$ cat config.mk
export PLATFORM = sky130hd
export DESIGN_NAME = float_deque_ring_unit
export DESIGN_NICKNAME = d
export VERILOG_FILES = /design/src/rtl/fdr_pkg.sv /design/src/rtl/fdr_ring_mem.sv /design/src/rtl/fdr_bulk_alu.sv /design/src/rtl/float_deque_ring_unit.sv
export VERILOG_INCLUDE_DIRS = /design/src /design/src/rtl
export SDC_FILE = /design/constraint.sdc
export NUM_CORES = 1
export LEC_CHECK = 0
export BUFFER_PORTS_ARGS = -buffer_cell sky130_fd_sc_hd__buf_2
export CAP_MARGIN = 20
export CORE_MARGIN = 2
export CORE_UTILIZATION = 50
export DETAILED_ROUTE_END_ITERATION = 7
export MAX_ROUTING_LAYER = met4
export PLACE_DENSITY_LB_ADDON = 0.05
export SLEW_MARGIN = 20
export SYNTH_ARGS = -nofsm -noshare
export SYNTH_HDL_FRONTEND = slang
export SYNTH_SLANG_ARGS = --single-unit
$ cat constraint.sdc
create_clock -name clk -period 15.43 [get_ports clk]
set_input_delay 0.7715 -clock clk [delete_from_list [all_inputs] [get_ports clk]]
set_output_delay 0.7715 -clock clk [all_outputs]
set_load 0.01 [all_outputs]
$ cat src/rtl/float_deque_ring_unit_assert.svh
// ---------------------------------------------------------------------------
// float_deque_ring_unit assertion macros
// Immediate-implication and next-cycle checks clocked on clk, reset on rst.
// ---------------------------------------------------------------------------
`ifndef FLOAT_DEQUE_RING_UNIT_ASSERT_SVH
`define FLOAT_DEQUE_RING_UNIT_ASSERT_SVH

// check cons in the same cycle as ante
`define FDR_ASSERT_NOW(label, ante, cons, msg) \
  label: assert property (@(posedge clk) disable iff (rst) (ante) |-> (cons)) \
    else $error(msg);

// check cons in the cycle after ante
`define FDR_ASSERT_NEXT(label, ante, cons, msg) \
  label: assert property (@(posedge clk) disable iff (rst) (ante) |=> (cons)) \
    else $error(msg);

`endif

$ cat src/rtl/fdr_pkg.sv
// ---------------------------------------------------------------------------
// fdr_pkg
// Shared operation codes, status codes and float constants of the deque.
// ---------------------------------------------------------------------------
package fdr_pkg;

  localparam int DEPTH_DEFAULT = 16;
  localparam int WORD_W        = 32;
  localparam int COUNT_W       = 5;

  typedef enum logic [2:0] {
    OP_PUSH_BACK  = 3'd0,
    OP_PUSH_FRONT = 3'd1,
    OP_POP_FRONT  = 3'd2,
    OP_POP_BACK   = 3'd3,
    OP_CLEAR      = 3'd4,
    OP_NEGATE     = 3'd5,
    OP_ADD_HALF   = 3'd6,
    OP_SUB_ONE    = 3'd7
  } op_t;

  typedef enum logic [1:0] {
    ST_DONE  = 2'd0,
    ST_EMPTY = 2'd1,
    ST_FULL  = 2'd2
  } status_t;

  localparam logic [WORD_W-1:0] SIGN_BIT  = 32'h8000_0000;
  localparam logic [WORD_W-1:0] QUIET_BIT = 32'h0040_0000;
  localparam logic [WORD_W-1:0] F_HALF    = 32'h3F00_0000;
  localparam logic [WORD_W-1:0] F_NEG_ONE = 32'hBF80_0000;

endpackage

$ cat src/rtl/fdr_ring_mem.sv
// ---------------------------------------------------------------------------
// fdr_ring_mem
// Ring storage: one write port, one read port with registered read data.
// ---------------------------------------------------------------------------
module fdr_ring_mem
  import fdr_pkg::*;
#(
  parameter int DEPTH = DEPTH_DEFAULT,
  parameter int AW    = $clog2(DEPTH)
) (
  input  logic              clk,
  input  logic              we,
  input  logic [AW-1:0]     waddr,
  input  logic [WORD_W-1:0] wdata,
  input  logic [AW-1:0]     raddr,
  output logic [WORD_W-1:0] rdata
);

  logic [WORD_W-1:0] mem [DEPTH];

  always_ff @(posedge clk) begin
    if (we) begin
      mem[waddr] <= wdata;
    end
  end

  always_ff @(posedge clk) begin
    rdata <= mem[raddr];
  end

endmodule

$ cat src/rtl/fdr_bulk_alu.sv
// ---------------------------------------------------------------------------
// fdr_bulk_alu
// Two-stage negate / add 0.5 / subtract 1.0 unit, round to nearest even.
// ---------------------------------------------------------------------------
module fdr_bulk_alu
  import fdr_pkg::*;
(
  input  logic              clk,
  input  op_t               op,
  input  logic [WORD_W-1:0] in_word,
  output logic [WORD_W-1:0] out_word
);

  function automatic logic [4:0] lead_zeros(input logic [26:0] v);
    logic [4:0] n;
    n = 5'd27;
    for (int i = 0; i < 27; i++) begin
      if (v[i]) begin
        n = 5'(26 - i);
      end
    end
    return n;
  endfunction

  // stage 1: special cases, align, add
  logic [WORD_W-1:0] k;
  logic              a_nan, a_inf, a_big;
  logic [7:0]        ea, eb, e_big, e_sml, align_sh;
  logic [23:0]       ma, mb, m_big, m_sml;
  logic [26:0]       ext, mask, aligned;
  logic [27:0]       sum;
  logic              s_big, eff_sub;

  always_comb begin
    k        = (op == OP_ADD_HALF) ? F_HALF : F_NEG_ONE;
    a_nan    = (in_word[30:23] == 8'hFF) && (in_word[22:0] != '0);
    a_inf    = (in_word[30:23] == 8'hFF) && (in_word[22:0] == '0);
    ea       = (in_word[30:23] == '0) ? 8'd1 : in_word[30:23];
    eb       = (k[30:23] == '0) ? 8'd1 : k[30:23];
    ma       = {in_word[30:23] != '0, in_word[22:0]};
    mb       = {k[30:23] != '0, k[22:0]};
    a_big    = in_word[30:0] >= k[30:0];
    e_big    = a_big ? ea : eb;
    e_sml    = a_big ? eb : ea;
    m_big    = a_big ? ma : mb;
    m_sml    = a_big ? mb : ma;
    s_big    = a_big ? in_word[31] : k[31];
    eff_sub  = in_word[31] ^ k[31];
    align_sh = e_big - e_sml;
    ext      = {m_sml, 3'b000};
    mask     = '0;
    if (align_sh >= 8'd27) begin
      aligned = {26'd0, |m_sml};
    end else begin
      mask    = (27'd1 << align_sh) - 27'd1;
      aligned = (ext >> align_sh) | {26'd0, |(ext & mask)};
    end
    if (eff_sub) begin
      sum = {1'b0, m_big, 3'b000} - {1'b0, aligned};
    end else begin
      sum = {1'b0, m_big, 3'b000} + {1'b0, aligned};
    end
  end

  logic              r_byp;
  logic [WORD_W-1:0] r_byp_word;
  logic              r_sgn;
  logic [7:0]        r_exp;
  logic [27:0]       r_sum;

  always_ff @(posedge clk) begin
    r_sgn <= s_big;
    r_exp <= e_big;
    r_sum <= sum;
    if (op == OP_NEGATE) begin
      r_byp      <= 1'b1;
      r_byp_word <= a_nan ? (in_word | QUIET_BIT) : (in_word ^ SIGN_BIT);
    end else begin
      r_byp      <= a_nan || a_inf;
      r_byp_word <= a_nan ? (in_word | QUIET_BIT) : in_word;
    end
  end

  // stage 2: normalize, round, pack
  logic [4:0]  lz;
  logic [7:0]  max_sh, sh;
  logic [26:0] norm;
  logic [8:0]  e9;
  logic        up;
  logic [24:0] m25;
  logic [23:0] mant;
  logic [WORD_W-1:0] packed_word;

  always_comb begin
    lz     = lead_zeros(r_sum[26:0]);
    max_sh = r_exp - 8'd1;
    sh     = ({3'd0, lz} < max_sh) ? {3'd0, lz} : max_sh;
    if (r_sum[27]) begin
      norm = {r_sum[27:2], r_sum[1] | r_sum[0]};
      e9   = {1'b0, r_exp} + 9'd1;
    end else begin
      norm = r_sum[26:0] << sh;
      e9   = {1'b0, r_exp} - {1'b0, sh};
    end
    up  = norm[2] && (norm[1] || norm[0] || norm[3]);
    m25 = {1'b0, norm[26:3]} + {24'd0, up};
    if (m25[24]) begin
      mant = m25[24:1];
      e9   = e9 + 9'd1;
    end else begin
      mant = m25[23:0];
    end
    if (r_sum == '0) begin
      packed_word = '0;
    end else if (e9 >= 9'd255) begin
      packed_word = {r_sgn, 8'hFF, 23'd0};
    end else begin
      packed_word = {r_sgn, mant[23] ? e9[7:0] : 8'd0, mant[22:0]};
    end
  end

  always_ff @(posedge clk) begin
    out_word <= r_byp ? r_byp_word : packed_word;
  end

endmodule

$ cat src/rtl/float_deque_ring_unit.sv
// ---------------------------------------------------------------------------
// float_deque_ring_unit
// Double-ended queue of single-precision words in a ring memory, with bulk
// negate, add 0.5 and subtract 1.0 over every held entry.
// ---------------------------------------------------------------------------
// One item in, one word out. Push, clear and a pop on an empty queue report
// from IDLE, a pop that finds an entry via POP_WAIT (the ring memory's
// registered read). Bulk operations walk the held entries through the memory
// and the two-stage float unit, entry by entry via BULK_READ, BULK_LOAD,
// BULK_CALC and BULK_WB. Push on full and pop on empty leave the queue
// unchanged and report their status. No clearing pass after reset.
module float_deque_ring_unit
  import fdr_pkg::*;
#(
  parameter int DEPTH = DEPTH_DEFAULT
) (
  input  logic        clk,
  input  logic        rst,
  input  logic        s_tvalid,
  output logic        s_tready,
  input  logic [31:0] s_tdata,  // push_word[31:0]
  input  logic [2:0]  s_tuser,  // operation[2:0]
  output logic        m_tvalid,
  input  logic        m_tready,
  output logic [39:0] m_tdata,  // popped_word[31:0], entry_count[36:32], zero
  output logic [1:0]  m_tuser   // status[1:0]
);

`include "float_deque_ring_unit_assert.svh"

  localparam int AW = $clog2(DEPTH);
  localparam int CW = $clog2(DEPTH + 1);
  localparam int SW = CW + 1;

  typedef enum logic [2:0] {
    IDLE, POP_WAIT, BULK_READ, BULK_LOAD, BULK_CALC, BULK_WB
  } state_t;

  function automatic logic [AW-1:0] ring_add(input logic [AW-1:0] base,
                                             input logic [CW-1:0] off);
    logic [SW-1:0] s;
    s = SW'(base) + SW'(off);
    if (s >= SW'(DEPTH)) begin
      s = s - SW'(DEPTH);
    end
    return s[AW-1:0];
  endfunction

  state_t            state;
  logic [AW-1:0]     front;
  logic [CW-1:0]     count, walk;
  op_t               bulk_op;
  logic              res_valid;
  logic [WORD_W-1:0] res_word;
  status_t           res_status;
  logic [CW-1:0]     res_count;

  logic              accept;
  op_t               op_in;
  logic              full, empty;
  logic [AW-1:0]     front_dec, walk_slot;
  logic              we;
  logic [AW-1:0]     waddr, raddr;
  logic [WORD_W-1:0] wdata, rdata, alu_word;

  assign s_tready  = (state == IDLE) && (!res_valid || m_tready);
  assign accept    = s_tvalid && s_tready;
  assign op_in     = op_t'(s_tuser);
  assign full      = count == CW'(DEPTH);
  assign empty     = count == '0;
  assign front_dec = (front == '0) ? AW'(DEPTH - 1) : front - AW'(1);
  assign walk_slot = ring_add(front, walk);

  assign m_tvalid = res_valid;
  assign m_tdata  = {3'd0, COUNT_W'(res_count), res_word};
  assign m_tuser  = res_status;

  always_comb begin
    we    = 1'b0;
    waddr = walk_slot;
    wdata = alu_word;
    raddr = walk_slot;
    if (accept) begin
      case (op_in)
        OP_PUSH_BACK: begin
          we    = !full;
          waddr = ring_add(front, count);
          wdata = s_tdata;
        end
        OP_PUSH_FRONT: begin
          we    = !full;
          waddr = front_dec;
          wdata = s_tdata;
        end
        OP_POP_FRONT: raddr = front;
        OP_POP_BACK:  raddr = ring_add(front, count - CW'(1));
        default:      ;
      endcase
    end else if (state == BULK_WB) begin
      we = 1'b1;
    end
  end

  fdr_ring_mem #(
    .DEPTH (DEPTH),
    .AW    (AW)
  ) u_mem (
    .clk   (clk),
    .we    (we),
    .waddr (waddr),
    .wdata (wdata),
    .raddr (raddr),
    .rdata (rdata)
  );

  fdr_bulk_alu u_alu (
    .clk      (clk),
    .op       (bulk_op),
    .in_word  (rdata),
    .out_word (alu_word)
  );

  always_ff @(posedge clk) begin
    if (rst) begin
      state     <= IDLE;
      front     <= '0;
      count     <= '0;
      walk      <= '0;
      bulk_op   <= OP_NEGATE;
      res_valid <= 1'b0;
    end else begin
      if (res_valid && m_tready) begin
        res_valid <= 1'b0;
      end
      case (state)
        IDLE: begin
          if (accept) begin
            res_word   <= '0;
            res_status <= ST_DONE;
            res_count  <= count;
            case (op_in)
              OP_PUSH_BACK, OP_PUSH_FRONT: begin
                res_valid <= 1'b1;
                if (full) begin
                  res_status <= ST_FULL;
                end else begin
                  count     <= count + CW'(1);
                  res_count <= count + CW'(1);
                  if (op_in == OP_PUSH_FRONT) begin
                    front <= front_dec;
                  end
                end
              end
              OP_POP_FRONT, OP_POP_BACK: begin
                if (empty) begin
                  res_valid  <= 1'b1;
                  res_status <= ST_EMPTY;
                end else begin
                  count <= count - CW'(1);
                  state <= POP_WAIT;
                  if (op_in == OP_POP_FRONT) begin
                    front <= ring_add(front, CW'(1));
                  end
                end
              end
              OP_CLEAR: begin
                res_valid <= 1'b1;
                res_count <= '0;
                count     <= '0;
                front     <= '0;
              end
              default: begin
                bulk_op <= op_in;
                walk    <= '0;
                if (empty) begin
                  res_valid <= 1'b1;
                end else begin
                  state <= BULK_READ;
                end
              end
            endcase
          end
        end
        POP_WAIT: begin
          res_valid <= 1'b1;
          res_word  <= rdata;
          res_count <= count;
          state     <= IDLE;
        end
        BULK_READ: state <= BULK_LOAD;
        BULK_LOAD: state <= BULK_CALC;
        BULK_CALC: state <= BULK_WB;
        BULK_WB: begin
          walk <= walk + CW'(1);
          if (walk + CW'(1) == count) begin
            res_valid <= 1'b1;
            state     <= IDLE;
          end else begin
            state <= BULK_READ;
          end
        end
        default: state <= IDLE;
      endcase
    end
  end

  `FDR_ASSERT_NOW(a_count_bound, 1'b1, count <= CW'(DEPTH), "count above depth")
  `FDR_ASSERT_NOW(a_full_flag, res_valid && res_status == ST_FULL, full,
                  "full status with room left")
  `FDR_ASSERT_NOW(a_empty_flag, res_valid && res_status == ST_EMPTY, empty,
                  "empty status with entries held")
  `FDR_ASSERT_NEXT(a_clear, accept && op_in == OP_CLEAR, empty && front == '0,
                   "clear left entries")

endmodule
## Word level (Yosys, flattened, before mapping)

Memories as Yosys holds them, arrays and structs flattened. A register that Yosys moved wholly into a read port is not among the register bits.
Cells that the tools add are included.
W data, S select, Z words.

| cells by class | value |
|---|---|
| equality and inequality tests | 22 |
| div/mod/pow operators | 0 |
| shifts and indexed selects | 3 |
| reduce and logical (&&, ||, !) cells | 39 |
| $lt $le $gt $ge | 8 |
| multiply operators | 0 |
| bitwise gates (word level) | 7 |
| $add $sub $neg | 21 |
| muxes and demuxes | 96 |

Operators by type and width:

| cell | count |
|---|---|
| $mux W32 | 8 |
| $mux W5 | 21 |
| $mux W4 | 19 |
| $mux W24 | 3 |
| $pmux W32 S2 | 1 |
| $mux W27 | 2 |
| $mux W8 | 6 |
| $ge A31 B31 Y1 | 1 |
| $mux W31 | 1 |
| $pmux W5 S2 | 3 |
| $add A27 B27 Y28 | 1 |
| $logic_not A28 Y1 | 1 |
| $mux W28 | 1 |
| $sub A27 B27 Y28 | 1 |
| $and A27 B27 Y27 | 1 |
| $or A27 B1 Y27 | 1 |
| $reduce_or A27 Y1 | 1 |
| $shl A1 B8 Y27 const A | 1 |
| $shl A27 B8 Y27 | 1 |
| $shr A27 B8 Y27 | 1 |
| $sub A27 B1 Y27 const B | 1 |
| $add A24 B1 Y25 | 1 |
| $reduce_or A24 Y1 | 1 |
| $logic_not A23 Y1 | 1 |
| 55 further kinds | 117 |

| storage, ports and cells | value |
|---|---|
| latch bits | 0 |
| input bits | 39 |
| register bits after elaboration | 162 |
| memories | 1 |
| memory bits (writable) | 512 |
| memory bits (read-only) | 0 |

Memory list:

| memory | words | bits a word | read ports | clocked after Yosys merged registers in | write ports | RTL line | text |
|---|---|---|---|---|---|---|---|
| u_mem.mem | 16 | 32 | 1 | 1 | 1 | fdr_ring_mem.sv:19 | `logic [WORD_W-1:0] mem [DEPTH];` |

## Logic depth before layout (Yosys ltp)

Gate-level depths: netlist (run 1).

| depth | value |
|---|---|
| depth in word-level cells | 40 |
| mapped depth | 43 |
| mapped depth without buffers | 38 |

## By module

A second synthesis (run 1) with hierarchy kept.

| unflattened totals | value |
|---|---|
| cells, all modules | 2,804 |
| area total of the unflattened synthesis | 35,539.1 µm² |

By module, submodules not included:

| module | cells an instance | seq. area each (µm²) | times used | area each (µm²) |
|---|---|---|---|---|
| fdr_ring_mem | 838 | 16,015.4 | 1 | 19,835.3 |
| fdr_bulk_alu | 1,563 | 2,042.0 | 1 | 11,777.5 |
| float_deque_ring_unit | 403 | 1,591.5 | 1 | 3,926.3 |

## Least setup slack after synthesis (run 1)

OpenSTA, ideal clock, no wires.

| timing path | value |
|---|---|
| path kind | flip-flop to flip-flop |
| start point | reg bulk_op[0] |
| end point | reg u_alu.r_sum[27] |
| setup slack | 7.602 ns |
| data arrival time | 7.702 ns |
| cell stages (with the launch flop) | 44 |
| path through | dfxtp_1 nand3b_1 ha_1 inv_1 o31ai_1 a21o_1 clkbuf_1 clkbuf_1 nor2_1 a21o_1 ha_1 clkbuf_1 buf_1 clkbuf_1 buf_1 buf_1 a21oi_1 o21ai_0 [8 not listed] fa_1 o21bai_1 a21o_1 a21oi_1 o21bai_1 a21oi_1 o21ai_0 a21oi_1 nor2_1 o41ai_1 o211ai_1 a31oi_1 o21a_1 nor2_1 o41ai_1 nor3_1 a211oi_1 o21ai_0 |

| between the ends | value |
|---|---|
| cells in the longest elaborated chain, start to end | 14 |
| elaborated cells on any way between the ends | 24 |

Ends and longest elaborated chain:

| what | RTL line | text |
|---|---|---|
| start: declaration | float_deque_ring_unit.sv:52 | `op_t bulk_op;` |
| start signal: assignment | float_deque_ring_unit.sv:173 | `bulk_op <= op_in;` |
| $eq A3 B3 Y1 * | fdr_bulk_alu.sv:35 | `k = (op == OP_ADD_HALF) ? F_HALF : F_NEG_ONE;` |
| $mux W32 * | fdr_bulk_alu.sv:35 |  |
| parallel branches: the longest is 11 deep, another holds $ge A31 B31 Y1 | n/a |  |
| $mux W28 * | fdr_bulk_alu.sv:58 | `if (eff_sub) begin` |
| named net u_alu.sum[27] | fdr_bulk_alu.sv:31 | `logic [27:0] sum;` |
| end signal: assignment | fdr_bulk_alu.sv:74 | `r_sum <= sum;` |
| end: declaration | fdr_bulk_alu.sv:69 | `logic [27:0] r_sum;` |

Mark *: on every way through the listed nets, which the timed path passes.
A chain may end at the register's enable or synchronous reset.

## Final worst setup path (run 1)

| timing path | value |
|---|---|
| start point | reg bulk_op[1] |
| end point | reg u_alu.r_sum[27] |

The elaborated chain is that of the path after synthesis.

==> key figures, run 1 <==
Power and ir drop
  – PwrDens: between 200 and 250 nW/um2
  – Peak supply drop: around 0.00022 V
  – Power Total: approximately 8.2 mW
  – LEAKAGE: approximately 14 nW

Layout
  – ANT cells: 0
  – Area Overhead vs Synth: 11.7%
  – Layout Nets: between 3k and 4k
  – Fillers: 5831
  – Layout cell share with drive strength beyond 1: between 10% and 20%
  – Post-Layout Cell Count: around 3.9k

Timing
  – Setup TNS: 0 ns
  – Slew headroom: roughly 30%
  – RSZ-0062 raised after global routing: no
  – Count of final hold-check violations: 0
  – Tcrit/Tclk final: between 50% and 60%
  – Worst-margin pin slew: roughly 1.0 ns
  – Hold slack: between 0.4 and 0.5 ns
  – Setup violators final: 0
  – Setup WS post-layout: about 7 ns
  – Final Max Slew Viols: 0
  – Worst Skew: 0.0641 ns
  – Tmin final: between 8 and 9 ns
  – FMAX: about 0.12 GHz

Floorplanning
  – Die outline height: roughly 270 um
  – Core Area: 70000 um2
  – Core Rows: 97
  – Top Ports: 83
  – Die Span X: about 270 um
  – Die area: about 73000 um2
  – Initial Utilization: approximately 50%

Outcome
  – Outcome: finished clean

Synth
  – Netlist Area Pre-Place: 35300 um2
  – Seq cells post-synth: 706
  – Area contributors post-synth: edfxtp_1, mux4_2, dfxtp_1
  – Syn Inst Count: 2882
  – Yosys warning total: 0
  – Seq/Total Area, Yosys: ~56%
  – Dominant synthesized flop cell: edfxtp_1
  – Most common cell in the netlist: edfxtp_1
  – Post-synthesis async set-or-reset flop share: 0%
  – Area share of the largest cell type after synthesis: between 40% and 50%
  – Most common library cells after synthesis: edfxtp_1, nand2_1, nor2_1, a21oi_1, dfxtp_1
  – Number of synthesized flops with an enable pin: between 500 and 600
  – Netlist cell types: about 100
  – Synth Area per Inst: 12.3 um2
  – Post-synth top area cell: edfxtp_1

Critical path
  – Slowest CP cell: clkinv_1
  – Crit start category: flip-flop
  – Worst path max stage delay: approximately 0.69 ns
  – Crit-path max FO: between 40 and 50
  – Critical Path Source: bulk_op[1]$_SDFFE_PP0P_
  – Critical path arrival: about 9 ns
  – Crit path top cell by count: a21oi_1
  – Crit end category: flip-flop
  – Reg2Reg Launch Point: bulk_op[1]$_SDFFE_PP0P_
  – WP buf/inv: 3
  – WS Path Type: reg -> reg
  – CP delay by family, top: compound AO/OA/AOI/OAI gates
  – Required time worst endpoint: ~16 ns

Clock tree
  – CTS Hold Bufs: 0
  – CTS tree: built
  – CTS-repair resized insts: 0
  – Clock Sinks: a little over 700
  – CTS root buffer: clkbuf_16
  – Later-pin clock latency in the skew report: ~0.66 ns
  – CTS buffer count: 76
  – Clock transition at path regs: 0.06 ns
  – H-tree Lvls: 3
  – Post-CTS Setup Bufs: 0
  – Max Buffers Root-to-Sink: 3

Global route
  – First-pass GRT wire length: roughly 160000 um
  – Gr ovfl total: 0
  – Vias in the first global route: between 20k and 25k
  – Gr usage total: 30.7%
  – Largest net degree at the start of global routing: between 100 and 150
  – Initial antenna violation count: 0

Job
  – MaxCap Viol Count: 0

Route
  – Routed len/inst: around 28 um
  – Drt drc: 0
  – Antenna violation net count after detailed routing: 0
  – Vias: around 25k
  – Drt via density: 6.30
  – Iter 0 DRT Violations: between 2k and 3k
  – Routed WL: 109000 um
  – First drt pass iteration count: 7

Place
  – Input/output buffers: roughly 80
  – Hpwl dp: 72700 um
  – Placed instance count: between 3k and 4k
  – GPL Wtd Cong: slightly below 1
  – Placement Setup Slack: between 7 and 8 ns

Worst hold path
  – Min-delay src: u_alu.r_byp_word[21]$_DFF_P_
  – Worst hold-check path type: reg -> reg
-- layer usage --
layer / GRT usage, % / part of all wire, % / up-vias
met5: - / 0 / -
met4: 8.95 / 3.0 / 0
met3: 4.29 / 6.4 / 191
met2: 47.6 / 47 / 1003
met1: 42.4 / 43 / 12500
li1: - / - / 11024
-- metrics by stage --
step / util, % / instance area, um2
after global routing: 56.3 / 39500
after detailed placement: 52.6 / 36800
final: 56.3 / 39500
after global placement: 52.6 / 36800
after floorplan: - / 35300
after CTS: 56.3 / 39500
-- tightest hold or removal path, delay by kind of cell, from the launching register on --
family	cells	cell delay [ns]
flops	1	0.30
compound gates	1	0.05
simple gates	1	0.05
-- cell families (layout without fill, tap and decap cells) --
family,after synthesis,count (layout),synth area share (%)
AOI/OAI and AO/OA,621,621,11.9
xor gates and xnor gates,97,97,2.41
adders and majority gates,86,86,3.15
buffers and inverters,272,370,3.13
DFF,706,706,55.6
muxes,247,247,12.1
other,2,5,0.0213
and+or+nand+nor,851,851,11.6
-- flip-flops by register name, summed over array words and instances, names as in the netlist --
name              count
u_mem.mem           512
res_word             32
u_alu.out_word       32
u_alu.r_byp_word     32
u_mem.rdata          32
u_alu.r_sum          28
u_alu.r_exp           8
count                 5
res_count             5
walk                  5
front                 4
bulk_op               3
state                 3
m_tuser               2
m_tvalid              1
u_alu.r_byp           1
u_alu.r_sgn           1
-- worst paths after layout --
| path | slack [ns] | cells past startpoint | end |
|---|---|---|---|
| min reg2reg | 0.43 | 2 | u_alu.out_word[21]$_DFF_P_ |
| max | 7.01 | 34 | u_alu.r_sum[27]$_DFF_P_ |
| min | 0.43 | 2 | u_alu.out_word[21]$_DFF_P_ |
| max reg2reg | 7.01 | 34 | u_alu.r_sum[27]$_DFF_P_ |
-- where the power goes --
part	internal (mW)	switching, mW	total, mW
sequential	2.42	0.230	2.65
combinational	1.21	2.48	3.69
clock	1.11	0.770	1.88
-- cells in the final DEF (no fill, tap or decap), types with 79 or more instances in the layout --
cell      Yosys  final
dfxtp_1     155    155
edfxtp_1    551    551
buf_2        11     79
ha_1         81     81
nor2_1      205    188
mux4_2      143    143
inv_1        90     90
o21ai_0     103    103
nand2_1     271    271
a21oi_1     166    164
mux2i_1      90     88
-- cell type report --
class	count	area (um2)	share of cell area [%]
clock buffer	106	2130	5.39
clock inverter	34	519	1.32
inverter	94	355	0.901
multi-input combinational	1907	14800	37.5
sequential	706	19600	49.8
tap	940	1180	2.98
timing repair buffer	136	836	2.12
No activity file was read; power rests on OpenSTA's default activity.
==> run 2, diff against run 1 <==
clock period = 6.8 ns   (was 15.43 ns; I/O delays follow)
==> run 2 against run 1 <==
  * Core utilization rose by 4.9 points
  * Final area up 8.6%
  * Global-route usage is 0.99 points higher
  * Largest power group unchanged
==> key figures, run 2 (synthesized netlist as in run 1, its figures left out) <==
Outcome
  – Outcome: finished clean

Worst hold path
  – Worst hold-check path type: in -> reg
  – Min-delay src: m_tready
  – Worst hold path depth: 4 (+2)
  – WHS Endpoint: m_tvalid$_SDFF_PP0_

Route
  – Vias: 26.3k (+6.3%)
  – Antenna violation net count after detailed routing: 0 (unchanged)
  – Routed WL: 113000 um (+3.9%)
  – Iter 0 DRT Violations: 2516 (-9.3%)
  – Drt drc: 0 (unchanged)
  – Routed len/inst: 26.5 um (-4.9%)
  – WL met3: 7110 um (+2.0%)
  – First drt pass iteration count: 6 (-1)
  – Top Layer Used: met4
  – Met1 WL: 46000 um (-2.9%)
  – Metal2 WL: 55700 um (+8.1%)
  – Drt via density: 6.13 (-2.6%)

Layout
  – Area Overhead vs Synth: 21.4%
  – Post-route cell area: 42900 um2 (+8.6%)
  – Layout cell share with drive strength beyond 1: 27.1% (+11 points)
  – Largest Register: u_mem.mem
  – Fillers: 5530 (-5.2%)
  – Commonest non-fill, non-tap cell in the layout: edfxtp_1
  – Commonest cells after routing, fill and taps aside: edfxtp_1, buf_4, nand2_1
  – Layout Nets: 3404 (+12%)
  – Post-layout util: 61.2% (+4.9 points)
  – Max reg flops: 512 (unchanged)

Timing
  – FMAX: 0.153 GHz (+29%)
  – Final Max Slew Viols: 0 (unchanged)
  – Count of final hold-check violations: 0 (unchanged)
  – Worst Skew: 0.0309 ns (-0.0333 ns)
  – Tmin final: 6.52 ns (-1.90 ns)
  – RSZ-0062 raised after global routing: yes
  – Tcrit/Tclk final: 95.9% (+41 points)
  – Slew headroom: 32.7% (+2.6 points)
  – Worst-margin pin slew: 1.01 ns (-0.0280 ns)
  – Setup violators final: 0 (unchanged)

Clock tree
  – Clock Sinks: 706 (unchanged)
  – Clock transition at path regs: 0.06 ns (about the same)
  – Later-pin clock latency in the skew report: 0.64 ns (-0.02 ns)
  – H-tree Lvls: 3 (unchanged)
  – CTS buffer count: 76 (unchanged)
  – CTS root buffer: clkbuf_16
  – Max Buffers Root-to-Sink: 3 (unchanged)
  – CTS tree: built

Floorplanning
  – Initial Utilization: 50.4% (unchanged)
  – Die area: 72800 um2 (unchanged)
  – Die Span X: 270 um (unchanged)
  – Die outline height: 270 um (unchanged)
  – Core Rows: 97 (unchanged)
  – Core Area: 70000 um2 (unchanged)
  – Top Ports: 83 (unchanged)

Critical path
  – FF-to-FF setup slack: 0.28 ns (-6.73 ns)
  – WP buf/inv: 2 (-1)
  – Slowest CP cell: or4b_2
  – WS Path Type: reg -> reg
  – Reg2Reg Launch Point: u_alu.r_sum[26]$_DFF_P_
  – Required time worst endpoint: 7.26 ns (-8.66 ns)
  – Crit-path max FO: 29 (-34%)
  – Crit start category: flip-flop
  – Critical path depth in cells: 25 (-26%)
  – Worst path max stage delay: 0.58 ns (-0.11 ns)
  – Critical path arrival: 6.99 ns (-1.92 ns)
  – Crit end category: flip-flop
  – Worst r2r dst: u_alu.out_word[14]$_DFF_P_
  – Crit path top cell by count: a21o_1
  – FF-to-FF path depth: 25 (-26%)
  – CP delay by family, top: simple AND/OR/NAND/NOR gates

Place
  – Hpwl dp: 78900 um (+8.6%)
  – GPL Wtd Cong: 0.975 (-1.5%)
  – Input/output buffers: 79 (unchanged)
  – Cell Area, Placed: 39600 um2 (+7.5%)

Global route
  – Initial antenna violation count: 1 (+1)
  – Vias in the first global route: 26.3k (+9.4%)
  – First-pass GRT wire length: 168000 um (+3.9%)
  – Largest net degree at the start of global routing: 90 (-30%)
  – Gr ovfl total: 0 (unchanged)
  – Gr usage total: 31.7% (+0.99 points)

Power and ir drop
  – Power Total: 21.3 mW (+160%)
  – LEAKAGE: 16.1 nW (+13%)
  – Peak supply drop: 0.000501 V (+120%)
  – PwrDens: 496 nW/um2 (+140%)

Job
  – MaxCap Viol Count: 0 (unchanged)
-- run 2: cell types whose count changed in the layout (fill, tap and decap cells not counted), moves of 5 or more --
cell,previous run,this run
buf_4,56,398
a21oi_1,164,151
a21oi_2,0,12
buf_12,1,13
o21ai_0,103,92
mux2i_1,88,80
o21ai_1,5,13
nor4_1,18,11
nor4_2,1,7
clkinv_2,10,15
ha_1,81,76
-- run 2: worst min-delay path, stage by stage --
cell and delay (ns):
buf_2 0.08, nor2b_1 0.06, nor2_1 0.10, nor2_1 0.04
-- run 2: what timing repair did --
action                     4_1_cts  5_1_grt
pin swaps                        0       37
setup buffers                    0       21
hold buffers                     0        0
gates cloned                     0        1
setup endpoints to repair        1       42
gates resized for setup          1       91
-- run 2: power by group --
part           switching [mW]  leakage, nW  internal (mW)  total [mW]
Combinational            6.50         8.50           4.64        11.1
Sequential              0.289         6.30           5.50        5.78
Clock                    1.76         1.30           2.58        4.34
-- run 2: final cells by class --
type | instances | area, um2 | area share (%)
Inverter | 94 | 355 | 0.829
Multi-Input combinational cell | 1907 | 15300 | 35.6
Clock inverter | 44 | 661 | 1.54
Clock buffer | 98 | 2030 | 4.75
Sequential cell | 706 | 19700 | 45.8
Timing Repair Buffer | 494 | 3700 | 8.64
Tap cell | 940 | 1180 | 2.74
Antenna cell | 1 | 2.50 | 0.00584
-- run 2: how the worst max path moves through the flow --
stage                                  startpoint                         end  slack (ns)
after floorplan           bulk_op[0]$_SDFFE_PP1P_     u_alu.r_sum[27]$_DFF_P_       -0.01
after CTS                  u_mem.rdata[0]$_DFF_P_     u_alu.r_sum[26]$_DFF_P_       0.002
final                     u_alu.r_sum[26]$_DFF_P_  u_alu.out_word[14]$_DFF_P_        0.28
after detailed placement   u_mem.rdata[0]$_DFF_P_     u_alu.r_sum[26]$_DFF_P_        0.03
after global placement    u_alu.r_sum[15]$_DFF_P_  u_alu.out_word[13]$_DFF_P_       -0.07
after global routing      u_mem.rdata[11]$_DFF_P_     u_alu.r_sum[24]$_DFF_P_       -0.16
-- run 2: through the flow --
step / TNS, ns / setup WS (ns) / cells / hold slack, ns
after floorplan: -0.0124 / -0.0124 / 2885 / 0.329
after global placement: -0.0683 / -0.0683 / 4120 / 0.421
after detailed placement: 0 / 0.0268 / 4120 / 0.418
after CTS: 0 / 0.00246 / 4262 / 0.0320
after global routing: -0.620 / -0.164 / 4283 / 0.0497
final: 0 / 0.276 / 4284 / 0.0585
-- run 2: routing by layer --
metal / vias to the layer above / GRT usage (%)
li1: 11760 / -
met1: 13169 / 40.9
met2: 1085 / 51.8
met3: 268 / 3.69
met4: 0 / 11.8
met5: - / -
